**src/design/b64c_pkg.sv**
```systemverilog
// Shared types, constants and lookup functions for the base64 codec.
// No dependencies; imported by every design module of the codec.
package b64c_pkg;

	// Direction register codes
	localparam logic MODE_ENCODE = 1'b0;
	localparam logic MODE_DECODE = 1'b1;

	// Pad character '='
	localparam logic [7:0] PAD_CHAR = 8'h3D;

	// Default depth of the job queue between front and back
	localparam int QUEUE_DEPTH = 2;

	// Kind of work handed from front to back
	typedef enum logic {
		JOB_BYTE,   // one result: decoded byte or empty end marker
		JOB_GROUP   // four encoded characters from a 24-bit group
	} b64c_kind_t;

	typedef struct packed {
		b64c_kind_t  kind;
		logic [23:0] data;     // group bits, or byte in [7:0]
		logic [1:0]  count;    // bytes held in the group, 1..3
		logic        present;  // byte result holds data
		logic        last;     // final result of the string
	} b64c_job_t;

	typedef struct packed {
		logic       ok;
		logic [5:0] value;
	} b64c_sextet_t;

	// 6-bit value to alphabet character
	function automatic logic [7:0] b64c_char(input logic [5:0] v);
		logic [7:0] v8;
		v8 = {2'b00, v};
		if (v8 < 8'd26)
			return 8'h41 + v8;
		else if (v8 < 8'd52)
			return 8'h61 + v8 - 8'd26;
		else if (v8 < 8'd62)
			return 8'h30 + v8 - 8'd52;
		else if (v8 == 8'd62)
			return 8'h2B;
		else
			return 8'h2F;
	endfunction

	// Alphabet character to 6-bit value; ok is low outside the alphabet
	function automatic b64c_sextet_t b64c_sextet(input logic [7:0] c);
		b64c_sextet_t r;
		logic [7:0]   t;
		r = '0;
		t = 8'h00;
		if (c >= 8'h41 && c <= 8'h5A) begin
			t = c - 8'h41;
			r.ok = 1'b1;
		end else if (c >= 8'h61 && c <= 8'h7A) begin
			t = c - 8'h61 + 8'd26;
			r.ok = 1'b1;
		end else if (c >= 8'h30 && c <= 8'h39) begin
			t = c - 8'h30 + 8'd52;
			r.ok = 1'b1;
		end else if (c == 8'h2B) begin
			t = 8'd62;
			r.ok = 1'b1;
		end else if (c == 8'h2F) begin
			t = 8'd63;
			r.ok = 1'b1;
		end
		r.value = t[5:0];
		return r;
	endfunction

endpackage

```
**src/design/base64_codec_unit.sv**
```systemverilog
// A request accepted by the front is written into the job queue and then
// into the output register before its first result shows on the outputs.
// Throughput: one request per cycle while in_stall is low; the output reg
// moves one result per cycle unless stalled, four results per encode group.
// Reset (arst_n low, asynchronous): encode mode, string state and queue clear.
module base64_codec_unit
	import b64c_pkg::*;
#(
	parameter int DEPTH = QUEUE_DEPTH
) (
	input  logic       clk,
	input  logic       arst_n,
	input  logic       cfg_valid,
	output logic       cfg_ready,
	input  logic       cfg_data,
	input  logic       in_valid,
	output logic       in_stall,
	input  logic [7:0] data_byte,
	input  logic       end_of_string,
	output logic       out_valid,
	input  logic       out_stall,
	output logic [7:0] out_byte,
	output logic       byte_present,
	output logic       out_last
);

	logic      push;
	logic      pop;
	logic      full;
	logic      not_empty;
	b64c_job_t wr_job;
	b64c_job_t head;

	assign cfg_ready = 1'b1;
	assign in_stall  = full;

	b64c_front u_front (
		.clk           (clk),
		.arst_n        (arst_n),
		.cfg_valid     (cfg_valid),
		.cfg_data      (cfg_data),
		.in_valid      (in_valid),
		.in_stall      (full),
		.data_byte     (data_byte),
		.end_of_string (end_of_string),
		.push          (push),
		.job           (wr_job)
	);

	b64c_queue #(
		.DEPTH (DEPTH)
	) u_queue (
		.clk       (clk),
		.arst_n    (arst_n),
		.push      (push),
		.wr_job    (wr_job),
		.pop       (pop),
		.full      (full),
		.not_empty (not_empty),
		.head      (head)
	);

	b64c_back u_back (
		.clk          (clk),
		.arst_n       (arst_n),
		.job_valid    (not_empty),
		.job          (head),
		.pop          (pop),
		.out_stall    (out_stall),
		.out_valid    (out_valid),
		.out_byte     (out_byte),
		.byte_present (byte_present),
		.out_last     (out_last)
	);

endmodule

```
**src/design/b64c_front.sv**
```systemverilog
// Front end of the base64 codec: holds the direction register and the
// per-string state, classifies each request and pushes jobs. Uses b64c_pkg.
module b64c_front
	import b64c_pkg::*;
(
	input  logic      clk,
	input  logic      arst_n,
	input  logic      cfg_valid,
	input  logic      cfg_data,
	input  logic      in_valid,
	input  logic      in_stall,
	input  logic [7:0] data_byte,
	input  logic      end_of_string,
	output logic      push,
	output b64c_job_t job
);

	logic        mode_q;
	logic [23:0] acc_q;
	logic [1:0]  pcnt_q;   // bytes held in the encode group
	logic [2:0]  pbits_q;  // decode bits ready, less than eight
	logic        stop_q;

	logic         accept;
	logic [23:0]  acc_d;
	logic [1:0]   pcnt_d;
	logic [2:0]   pbits_d;
	logic         stop_d;
	logic [23:0]  enc_acc;
	logic [1:0]   enc_cnt;
	logic [3:0]   bits;
	logic [3:0]   shift;
	logic [11:0]  acc12;
	logic [11:0]  shifted;
	b64c_sextet_t sx;

	assign accept = in_valid && !in_stall;

	// Classify the request and compute next string state
	always_comb begin
		acc_d   = acc_q;
		pcnt_d  = pcnt_q;
		pbits_d = pbits_q;
		stop_d  = stop_q;
		push    = 1'b0;
		job     = '0;
		enc_acc = acc_q;
		enc_cnt = pcnt_q + 2'd1;
		bits    = {1'b0, pbits_q} + 4'd6;
		shift   = bits - 4'd8;
		acc12   = {acc_q[5:0], 6'b0};
		shifted = 12'h000;
		sx      = b64c_sextet(data_byte);

		if (mode_q == MODE_ENCODE) begin
			// drop the byte into its slot of the group
			case (pcnt_q)
				2'd0:    enc_acc[23:16] = data_byte;
				2'd1:    enc_acc[15:8]  = data_byte;
				2'd2:    enc_acc[7:0]   = data_byte;
				default: enc_acc        = acc_q;
			endcase
			if (enc_cnt == 2'd3 || end_of_string) begin
				push        = accept;
				job.kind    = JOB_GROUP;
				job.data    = enc_acc;
				job.count   = enc_cnt;
				job.present = 1'b1;
				job.last    = end_of_string;
				acc_d       = '0;
				pcnt_d      = 2'd0;
			end else begin
				acc_d  = enc_acc;
				pcnt_d = enc_cnt;
			end
		end else begin
			// decode: six bits per character, a byte once eight are ready
			job.kind = JOB_BYTE;
			if (!stop_q) begin
				if (!sx.ok) begin
					stop_d = 1'b1;
				end else begin
					acc12 = {acc_q[5:0], sx.value};
					acc_d = {12'h000, acc12};
					if (bits >= 4'd8) begin
						shifted     = acc12 >> shift;
						push        = accept;
						job.data    = {16'h0000, shifted[7:0]};
						job.present = 1'b1;
						job.last    = end_of_string;
						pbits_d     = shift[2:0];
					end else begin
						pbits_d = bits[2:0];
					end
				end
			end
			// end of string with no byte: empty end marker
			if (end_of_string && !push) begin
				push        = accept;
				job.data    = '0;
				job.present = 1'b0;
				job.last    = 1'b1;
			end
		end

		if (end_of_string) begin
			acc_d   = '0;
			pcnt_d  = 2'd0;
			pbits_d = 3'd0;
			stop_d  = 1'b0;
		end
	end

	// Direction register and string state
	always_ff @(posedge clk or negedge arst_n) begin
		if (!arst_n) begin
			mode_q  <= MODE_ENCODE;
			acc_q   <= '0;
			pcnt_q  <= 2'd0;
			pbits_q <= 3'd0;
			stop_q  <= 1'b0;
		end else if (cfg_valid) begin
			mode_q  <= cfg_data;
			acc_q   <= '0;
			pcnt_q  <= 2'd0;
			pbits_q <= 3'd0;
			stop_q  <= 1'b0;
		end else if (accept) begin
			acc_q   <= acc_d;
			pcnt_q  <= pcnt_d;
			pbits_q <= pbits_d;
			stop_q  <= stop_d;
		end
	end

endmodule

```
**src/design/b64c_queue.sv**
```systemverilog
// Short job queue between the codec front and back ends.
// Register-based FIFO of b64c_job_t entries; uses b64c_pkg.
module b64c_queue
	import b64c_pkg::*;
#(
	parameter int DEPTH = QUEUE_DEPTH
) (
	input  logic      clk,
	input  logic      arst_n,
	input  logic      push,
	input  b64c_job_t wr_job,
	input  logic      pop,
	output logic      full,
	output logic      not_empty,
	output b64c_job_t head
);

	localparam int PTR_W = (DEPTH > 1) ? $clog2(DEPTH) : 1;
	localparam int CNT_W = $clog2(DEPTH + 1);

	b64c_job_t        mem [DEPTH];
	logic [PTR_W-1:0] wr_ptr_q;
	logic [PTR_W-1:0] rd_ptr_q;
	logic [CNT_W-1:0] count_q;

	assign full      = (count_q == CNT_W'(DEPTH));
	assign not_empty = (count_q != '0);
	assign head      = mem[rd_ptr_q];

	// Entry storage
	always_ff @(posedge clk) begin
		if (push)
			mem[wr_ptr_q] <= wr_job;
	end

	// Pointers and fill count
	always_ff @(posedge clk or negedge arst_n) begin
		if (!arst_n) begin
			wr_ptr_q <= '0;
			rd_ptr_q <= '0;
			count_q  <= '0;
		end else begin
			if (push)
				wr_ptr_q <= (wr_ptr_q == PTR_W'(DEPTH - 1)) ? '0 : wr_ptr_q + PTR_W'(1);
			if (pop)
				rd_ptr_q <= (rd_ptr_q == PTR_W'(DEPTH - 1)) ? '0 : rd_ptr_q + PTR_W'(1);
			if (push && !pop)
				count_q <= count_q + CNT_W'(1);
			else if (pop && !push)
				count_q <= count_q - CNT_W'(1);
		end
	end

`ifndef SYNTHESIS
	a_no_overflow: assert property (@(posedge clk) disable iff (!arst_n)
		push |-> !full)
		else $error("job queue written while full");
	a_no_underflow: assert property (@(posedge clk) disable iff (!arst_n)
		pop |-> not_empty)
		else $error("job queue read while empty");
	a_count_range: assert property (@(posedge clk) disable iff (!arst_n)
		count_q <= CNT_W'(DEPTH))
		else $error("job queue fill count out of range");
`endif

endmodule

```
**src/design/b64c_back.sv**
```systemverilog
// Back end of the base64 codec: expands queued jobs into results, one per
// cycle while out_stall is low, into a stallable output register. Uses b64c_pkg.
module b64c_back
	import b64c_pkg::*;
(
	input  logic       clk,
	input  logic       arst_n,
	input  logic       job_valid,
	input  b64c_job_t  job,
	output logic       pop,
	input  logic       out_stall,
	output logic       out_valid,
	output logic [7:0] out_byte,
	output logic       byte_present,
	output logic       out_last
);

	localparam logic [1:0] LAST_IDX = 2'd3;

	logic [1:0] idx_q;     // character position within a group
	logic       valid_q;
	logic [7:0] byte_q;
	logic       present_q;
	logic       last_q;

	logic       adv;
	logic [5:0] sext;
	logic       pad;
	logic [7:0] res_byte;
	logic       res_last;

	assign adv = !valid_q || !out_stall;
	assign pop = adv && job_valid && (job.kind == JOB_BYTE || idx_q == LAST_IDX);

	// Result for the current position of the head job
	always_comb begin
		case (idx_q)
			2'd0:    sext = job.data[23:18];
			2'd1:    sext = job.data[17:12];
			2'd2:    sext = job.data[11:6];
			default: sext = job.data[5:0];
		endcase
		pad = (idx_q == 2'd2 && job.count == 2'd1) ||
		      (idx_q == LAST_IDX && job.count != 2'd3);
		if (job.kind == JOB_GROUP) begin
			res_byte = pad ? PAD_CHAR : b64c_char(sext);
			res_last = (idx_q == LAST_IDX) && job.last;
		end else begin
			res_byte = job.data[7:0];
			res_last = job.last;
		end
	end

	// Position counter and output valid
	always_ff @(posedge clk or negedge arst_n) begin
		if (!arst_n) begin
			idx_q   <= 2'd0;
			valid_q <= 1'b0;
		end else if (adv) begin
			valid_q <= job_valid;
			if (job_valid)
				idx_q <= pop ? 2'd0 : idx_q + 2'd1;
		end
	end

	// Output payload
	always_ff @(posedge clk) begin
		if (adv && job_valid) begin
			byte_q    <= res_byte;
			present_q <= (job.kind == JOB_GROUP) || job.present;
			last_q    <= res_last;
		end
	end

	assign out_valid    = valid_q;
	assign out_byte     = byte_q;
	assign byte_present = present_q;
	assign out_last     = last_q;

`ifndef SYNTHESIS
	a_group_held: assert property (@(posedge clk) disable iff (!arst_n)
		idx_q != 2'd0 |-> job_valid && job.kind == JOB_GROUP)
		else $error("group position advanced without a group job at the head");
	a_marker_last: assert property (@(posedge clk) disable iff (!arst_n)
		valid_q && !present_q |-> last_q)
		else $error("empty result not marked last");
`endif

endmodule

```
**config.mk**
```make
export PLATFORM = sky130hd
export DESIGN_NAME = base64_codec_unit
export DESIGN_NICKNAME = d
export VERILOG_FILES = /design/src/design/b64c_pkg.sv /design/src/design/base64_codec_unit.sv /design/src/design/b64c_front.sv /design/src/design/b64c_queue.sv /design/src/design/b64c_back.sv
export SDC_FILE = /design/constraint.sdc
export NUM_CORES = 1
export LEC_CHECK = 0
export BUFFER_PORTS_ARGS = -buffer_cell sky130_fd_sc_hd__buf_4
export CORE_MARGIN = 1
export CORE_UTILIZATION = 64
export DETAILED_ROUTE_END_ITERATION = 10
export PLACE_DENSITY_LB_ADDON = 0.05
export RECOVER_POWER = 25
export REMOVE_ABC_BUFFERS = 1
export SLEW_MARGIN = 20
export SYNTH_ARGS = -nofsm -noshare
export SYNTH_HDL_FRONTEND = slang
export SYNTH_SLANG_ARGS = --single-unit
```
**constraint.sdc**
```tcl
create_clock -name clk -period 8.9 [get_ports clk]
set_input_delay 0.89 -clock clk [delete_from_list [all_inputs] [get_ports clk]]
set_output_delay 0.89 -clock clk [all_outputs]
set_load 0.005 [all_outputs]
```
# --- Yosys cells after proc, flatten, opt, wreduce, memory -nomap -nowiden ---
# Memory sizes are Yosys's and may differ from the RTL's.
# Index checks and enable logic that the tools add are counted.
op_classes:
  n_addsub: 18
  n_lt_le_gt_ge: 10
  eq_ne: 16
  shifts: 1
  n_mux: 72
  n_bitwise: 1
  reduce_logical: 35
op_table:
  columns: ["op", "n"]
  rows:
  - ["$mux 24", 10]
  - ["$mux 8", 9]
  - ["$mux 6", 5]
  - ["$mux 29", 1]
  - ["$mux 2", 14]
  - ["$mux 25", 1]
  - ["$mux 3", 8]
  - ["$mux 1", 23]
  - ["$pmux 6 s3", 1]
  - ["$add 7x6->8 const A", 2]
  - ["$eq 8x6->1 const B", 2]
  - ["$ge 8x7->1 const B", 2]
  - ["$le 8x7->1 const B", 2]
  - ["$logic_and 1x1->1", 12]
  - ["$lt 6x6->1 const B", 2]
  - ["$shr 12x4->8", 1]
  - ["$sub 6x6->6 const B", 2]
  - ["$eq 2x2->1 const B", 5]
  - ["$ge 8x6->1 const B", 1]
  - ["$le 8x6->1 const B", 1]
  - ["$ne 4x4->1 const B", 2]
  - ["$sub 8x5->8 const B", 1]
  - ["$sub 8x6->8 const B", 1]
  - ["$add 6x6->7 const A", 1]
  - ["23 further kinds", 44]
word_totals:
  reg_bits: 48
  ram_bits: 58
  wordCells: 167
  n_memories: 1
mem_list:
  columns: ["memory", "words", "width", "read_ports", "rd_clocked_by_memory_dff", "wr", "line_no", "source"]
  rows:
  - ["u_queue.mem", 2, 29, 1, 0, 1, "b64c_queue.sv:21", "b64c_job_t mem [DEPTH];"]

# --- Longest topological paths before layout ---
depth:
  ltp_word: 17
  mapped_depth: 15

# --- Hierarchy ---
# Synthesis repeated with hierarchy kept, for this count alone.
unflattened:
  cells_unflattened: 509
  area_unflattened_um2: 6043.3
by_module_without_submodules:
  columns: ["mod", "instances", "cells_per_inst", "area_each_um2", "seq_area_each_um2"]
  rows:
  - ["b64c_front", 1, 286, 2587.5, 750.7]
  - ["b64c_queue", 1, 106, 2399.8, 1841.8]
  - ["b64c_back", 1, 115, 1044.8, 375.4]
  - ["base64_codec_unit", 1, 2, 11.3, 0.0]

# --- Least setup slack after synthesis ---
# No wires, ideal clock.
synth_path:
  kind: "in2reg"
  from: "input port data_byte[0]"
  to: "memory u_queue.mem[0][0] in the netlist's numbering, enable pin"
  setup_time_ps: 451
  t_arrival_ps: 4563
  required_time_ps: 8449
  setup_slack_ps: 3886
  stages: 9
  cell_sequence: "clkbuf_1 > inv_1 > ha_1 > nor2b_1 > o21a_1 > nor4b_4 > o21a_1 > a221oi_1 > nor3_1"
synth_between:
  elab_chain_cells: 15
synth_lines:
  columns: ["element", "line_no", "source"]
  rows:
  - ["start: declaration", "base64_codec_unit.sv:18", "input logic [7:0] data_byte,"]
  - ["parallel branches: the longest is 5 deep, another holds $ge 8x6->1", null, null]
  - ["$mux 1 (*)", "b64c_pkg.sv:56", "if (c >= 8'h41 && c <= 8'h5A) begin"]
  - ["$mux 1 (*)", "b64c_front.sv:80", "if (!sx.ok) begin"]
  - ["$mux 1 (*)", "b64c_front.sv:79", "if (!stop_q) begin"]
  - ["$mux 1 (*)", "b64c_front.sv:55", "if (mode_q == MODE_ENCODE) begin"]
  - ["$logic_not 1->1", "b64c_front.sv:98", "if (end_of_string && !push) begin"]
  - ["$logic_and 1x1->1", "b64c_front.sv:98", null]
  - ["$mux 1 (*)", "b64c_front.sv:98", null]
  - ["$mux 1 (*)", "b64c_front.sv:55", null]
  - ["$mux 1 (*)", "b64c_queue.sv:32", "if (push)"]
  - ["$mux 1 (not written as such) (*)", "b64c_queue.sv:33", "mem[wr_ptr_q] <= wr_job;"]
  - ["end: declaration", "b64c_queue.sv:21", null]
# Every way passes the cells marked *. The select of a mux whose other input is x is not followed.

# --- Worst setup path in the final report ---
layout_path:
  from: "register u_queue.rd_ptr_q"
  to: "register u_back.byte_q[2] (netlist: u_back.out_byte[2]) (data pin)"
layout_between:
  elab_chain_cells: 9
layout_lines:
  columns: ["element", "line_no", "source"]
  rows:
  - ["start: declaration", "b64c_queue.sv:23", "logic [PTR_W-1:0] rd_ptr_q;"]
  - ["start signal: assignment", "b64c_queue.sv:46", "rd_ptr_q <= (rd_ptr_q == PTR_W'(DEPTH - 1)) ? '0 : rd_ptr_q + PTR_W'(1);"]
  - ["$mem_v2 2x29 (*)", null, null]
  - ["$pmux 6 s3", "b64c_back.sv:37", "case (idx_q)"]
  - ["$add 6x6->7 / $eq 6x6->1 (equally long branches)", "b64c_pkg.sv:43, b64c_pkg.sv:44", null]
  - ["$sub 8x6->8 / $mux 3 (equally long branches)", "b64c_pkg.sv:43, b64c_pkg.sv:44", null]
  - ["$mux 8", "b64c_pkg.sv:42", "else if (v8 < 8'd62)"]
  - ["$mux 8", "b64c_pkg.sv:40", "else if (v8 < 8'd52)"]
  - ["$mux 8", "b64c_pkg.sv:38", "if (v8 < 8'd26)"]
  - ["$mux 8", "b64c_back.sv:46", "res_byte = pad ? PAD_CHAR : b64c_char(sext);"]
  - ["$mux 8 (*)", "b64c_back.sv:45", "if (job.kind == JOB_GROUP) begin"]
  - ["named net u_back.res_byte[2]", "b64c_back.sv:29", "logic [7:0] res_byte;"]
  - ["end signal: assignment", "b64c_back.sv:69", "byte_q <= res_byte;"]
  - ["end: declaration", "b64c_back.sv:22", "logic [7:0] byte_q;"]
# Mark *: on every way through the listed nets, which the timed path passes. The rest lies on a longest branch.
# A chain may end at the register's enable or synchronous reset.

==> out/results.txt <==
Cell with the largest stage delay on the worst path = sky130_fd_sc_hd__clkbuf_1
Number of diodes = 0
Startpoint type of the worst setup path = register
Average size of a mapped cell = 10.95 um^2
Placement Rows = 35
Port Buffer Count = 26
Post-route non-filler standard cell count = 695
Top-level I/O count = 28
Max Root-Sink Buffers = 2
Final setup viols = 0
Worst path cell trace = clkbuf_1, o22ai_1, a211oi_2, inv_1, ha_1, and3_1, a221o_1, mux2_4, a2111oi_1, a21oi_1
Via count of the first global-routing pass = 4,525
Average wire per standard cell = 20.99 um
Area taken by multi-input logic gates = 2838 um^2
Filler cells = 701
Number of instances resized during post-cts repair = 0
Proportion of netlist area held by the largest area contributor = 33.42%
Aggregate routed wire length = 14,590 um
CTS buffer count = 9
Gp weighted congestion = 0.9320
Vias per cell = 6.616
Count of antenna-violating nets left after detailed routing = 0
Most common cell after layout, fill and taps aside = sky130_fd_sc_hd__edfxtp_1
CTS clock-pin slew for the worst setup and hold paths = 110 ps
Insertion delay of the later-clocked pin in the worst-skew pair = 370 ps
Proportion of synthesized flip-flops having asynchronous set or reset = 35.24%
Max Slew Vio Count = 38
Synthesized instance count = 558
Die extent in y = 99.71 um
Setup_tns = 0 ps
Die X = 99.71 um
Buffering stage count on the worst path with inverters included = 2
Setup Buffers After CTS = 0
Total via count in the routed design = 4,598
Setup repair after global routing missed its margin = no
Final cycle utilization of the critical path = 50.65%
Worst rel slew slack = -45.62%
Critical path class = register to register
Clock Root Buffer = sky130_fd_sc_hd__clkbuf_8
Overall power after layout = 0.001800 W
Status = finished with violations
Number of iterations in the first detailed-routing pass = 6
Share of post-route cells with drive strength above 1 = 13.07%
Portion of the post-synthesis area used by sequential elements = 48.58%
Clock tree from TritonCTS = done
Layout Skew = 12.89 ps
Path category of the worst min-delay check = register to register
Largest net degree at the start of global routing = 38
Core area = 9240 um^2
Hold bufs inserted after CTS = 0
Netlist area before placement = 6110 um^2
Final Net Count = 604
Pwr/cell area = 276.4 nW/um^2
Most frequent cells in the layout = 68 x sky130_fd_sc_hd__edfxtp_1, 44 x sky130_fd_sc_hd__nor2_1, 38 x sky130_fd_sc_hd__nand2_1
CP delay by family, top = compound AO/OA/AOI/OAI gates
DRC violations left = 0
Critical path capture point type = register
Critical Path AT = 4620 ps
Post-Place Cells = 679
Total Die Area = 9941 um^2
Maximum fanout encountered on the critical timing path = 24
Detailed router's first-iteration violation count = 409
Required time of the worst setup path = 9020 ps
Antenna violations before repair = 0
Number of distinct standard cells referenced by the synthesized netlist = 77
Register cell area after layout = 2968 um^2
Yosys warnings = 0
Global-route wire length before repair = 23,520 um
Hold violation total from the final report = 0
Maximum Capacitance Violations = 1
HPWL Detailed = 10,460 um
Maximum single-stage delay on the critical path = 1040 ps
Top_reg_cell synth = sky130_fd_sc_hd__edfxtp_1
Deepest level of the CTS H-tree = 3
Area grow syn2layout = 6.594%
Global Route Usage Sum = 30.97%
Number of clock sinks seen by CTS = 105
Post-synthesis register bit count = 105
Worst-case vdd ir drop = 0.1318 mV
Area leader, netlist = sky130_fd_sc_hd__edfxtp_1
Highest clock frequency the design can meet = 0.2219 GHz
Violated checks = max-capacitance violations, max-slew violations
Initial core utilization = 66.12%
Time the final worst path needs with I/O delays and setup = 4507 ps
Final global-route overflow total = 0
Leading cell types by total area after synthesis = sky130_fd_sc_hd__edfxtp_1 33%, sky130_fd_sc_hd__dfrtp_1 15%, sky130_fd_sc_hd__ha_1 5.7%, sky130_fd_sc_hd__mux2i_1 5.4%, sky130_fd_sc_hd__nor2_1 2.7%
Transition time at the pin with the least slew margin = 2184 ps
P_leak = 2.568 nW
Number of enable flip-flop cells after synthesis = 68
-- power breakdown --
group / internal, W / switching (W) / leakage (nW)
Sequential: 0.000619 / 0.0000365 / 1.14
Combinational: 0.000316 / 0.000509 / 1.32
Clock: 0.000139 / 0.000180 / 0.111
Total: 0.00107 / 0.000726 / 2.57
-- synthesized netlist by cell type, types with 6 or more instances --
cell type and instances:
sky130_fd_sc_hd__edfxtp_1 68, sky130_fd_sc_hd__nor2_1 44, sky130_fd_sc_hd__nand2_1 38, sky130_fd_sc_hd__dfrtp_1 37, sky130_fd_sc_hd__mux2i_1 33, sky130_fd_sc_hd__ha_1 28
sky130_fd_sc_hd__o21ai_0 28, sky130_fd_sc_hd__inv_1 24, sky130_fd_sc_hd__clkbuf_1 20, sky130_fd_sc_hd__a21oi_1 18, sky130_fd_sc_hd__a22o_1 17, sky130_fd_sc_hd__nand3_1 10
sky130_fd_sc_hd__buf_2 9, sky130_fd_sc_hd__mux2_2 9, sky130_fd_sc_hd__a22oi_1 8, sky130_fd_sc_hd__nor3_1 8, sky130_fd_sc_hd__o22ai_1 8, sky130_fd_sc_hd__o31ai_1 8
sky130_fd_sc_hd__xnor2_1 7, sky130_fd_sc_hd__a221oi_1 6, sky130_fd_sc_hd__nor2b_1 6, sky130_fd_sc_hd__or3_1 6
-- worst paths after layout --
| check | startpoint | slack (ps) | cells after the start | end |
|---|---|---|---|---|
| max in group asynchronous | arst_n | 6500 | 1 | u_front.acc_q[17]$_DFFE_PN0P_ |
| worst max-delay path | u_queue.rd_ptr_q$_DFFE_PN0P_ | 4390 | 10 | u_back.out_byte[2]$_DFFE_PP_ |
| worst min register to register | u_front.acc_q[8]$_DFFE_PN0P_ | 500 | 2 | u_front.acc_q[8]$_DFFE_PN0P_ |
| worst min-delay path | u_front.acc_q[8]$_DFFE_PN0P_ | 500 | 2 | u_front.acc_q[8]$_DFFE_PN0P_ |
| worst max register to register | u_queue.rd_ptr_q$_DFFE_PN0P_ | 4390 | 10 | u_back.out_byte[2]$_DFFE_PP_ |
| min in group asynchronous | arst_n | 1150 | 1 | u_back.idx_q[0]$_DFFE_PN0P_ |
-- cell type report --
cell class	count	area share, %
flip-flops and latches	105	45.57
clock buffers	9	1.902
inverters	27	1.556
well taps	129	2.478
repair buffers	32	3.458
multi-input cells	386	43.57
clock inverters	7	1.460
-- worst min-delay path: stages, from the launching register on --
cell and delay [ps]:
sky130_fd_sc_hd__dfrtp_1 360, sky130_fd_sc_hd__nand2_1 50, sky130_fd_sc_hd__o31ai_1 60
-- metal layers --
metal	part of all wire (%)	GRT usage [%]	vias up
li1	-	-	2118
met1	42	40.62	2226
met2	48	50.13	207
met3	6.2	4.989	47
met4	4.0	15.50	0
met5	0	0	-
-- cell families (layout without fill, tap and decap cells) --
| kind of cell | Yosys count | in the layout | share of synthesized area (%) |
|---|---|---|---|
| compound gates | 157 | 157 | 19.35 |
| xor+xnor | 11 | 11 | 1.577 |
| fa+ha+maj | 28 | 28 | 5.734 |
| buf+inv | 67 | 75 | 5.058 |
| flops | 105 | 105 | 48.58 |
| mux | 47 | 47 | 8.151 |
| other cells | 1 | 1 | 0.06138 |
| simple gates | 142 | 142 | 11.49 |
-- state kept, by name (all words and copies together), names as in the netlist, 2 cells and up --
name	count
u_back.idx_q	2
u_back.out_byte	8
u_front.acc_q	24
u_front.pbits_q	2
u_front.pcnt_q	2
u_queue.count_q	2
u_queue.mem	58
-- through the flow --
| step | cell area (um^2) | hold slack [ps] | setup WS [ps] | util [%] |
|---|---|---|---|---|
| global route | 6513 | 521.5 | 4111 | 70.48 |
| floorplan | 5902 | 447.8 | 4184 | - |
| finish | 6513 | 498.0 | 4393 | 70.48 |
| detailed placement | 6309 | 473.2 | 4995 | 68.27 |
| global placement | 6309 | 464.2 | 5010 | 68.27 |
| CTS | 6528 | 486.2 | 4981 | 70.64 |
Power figures use the tool's default switching activity.
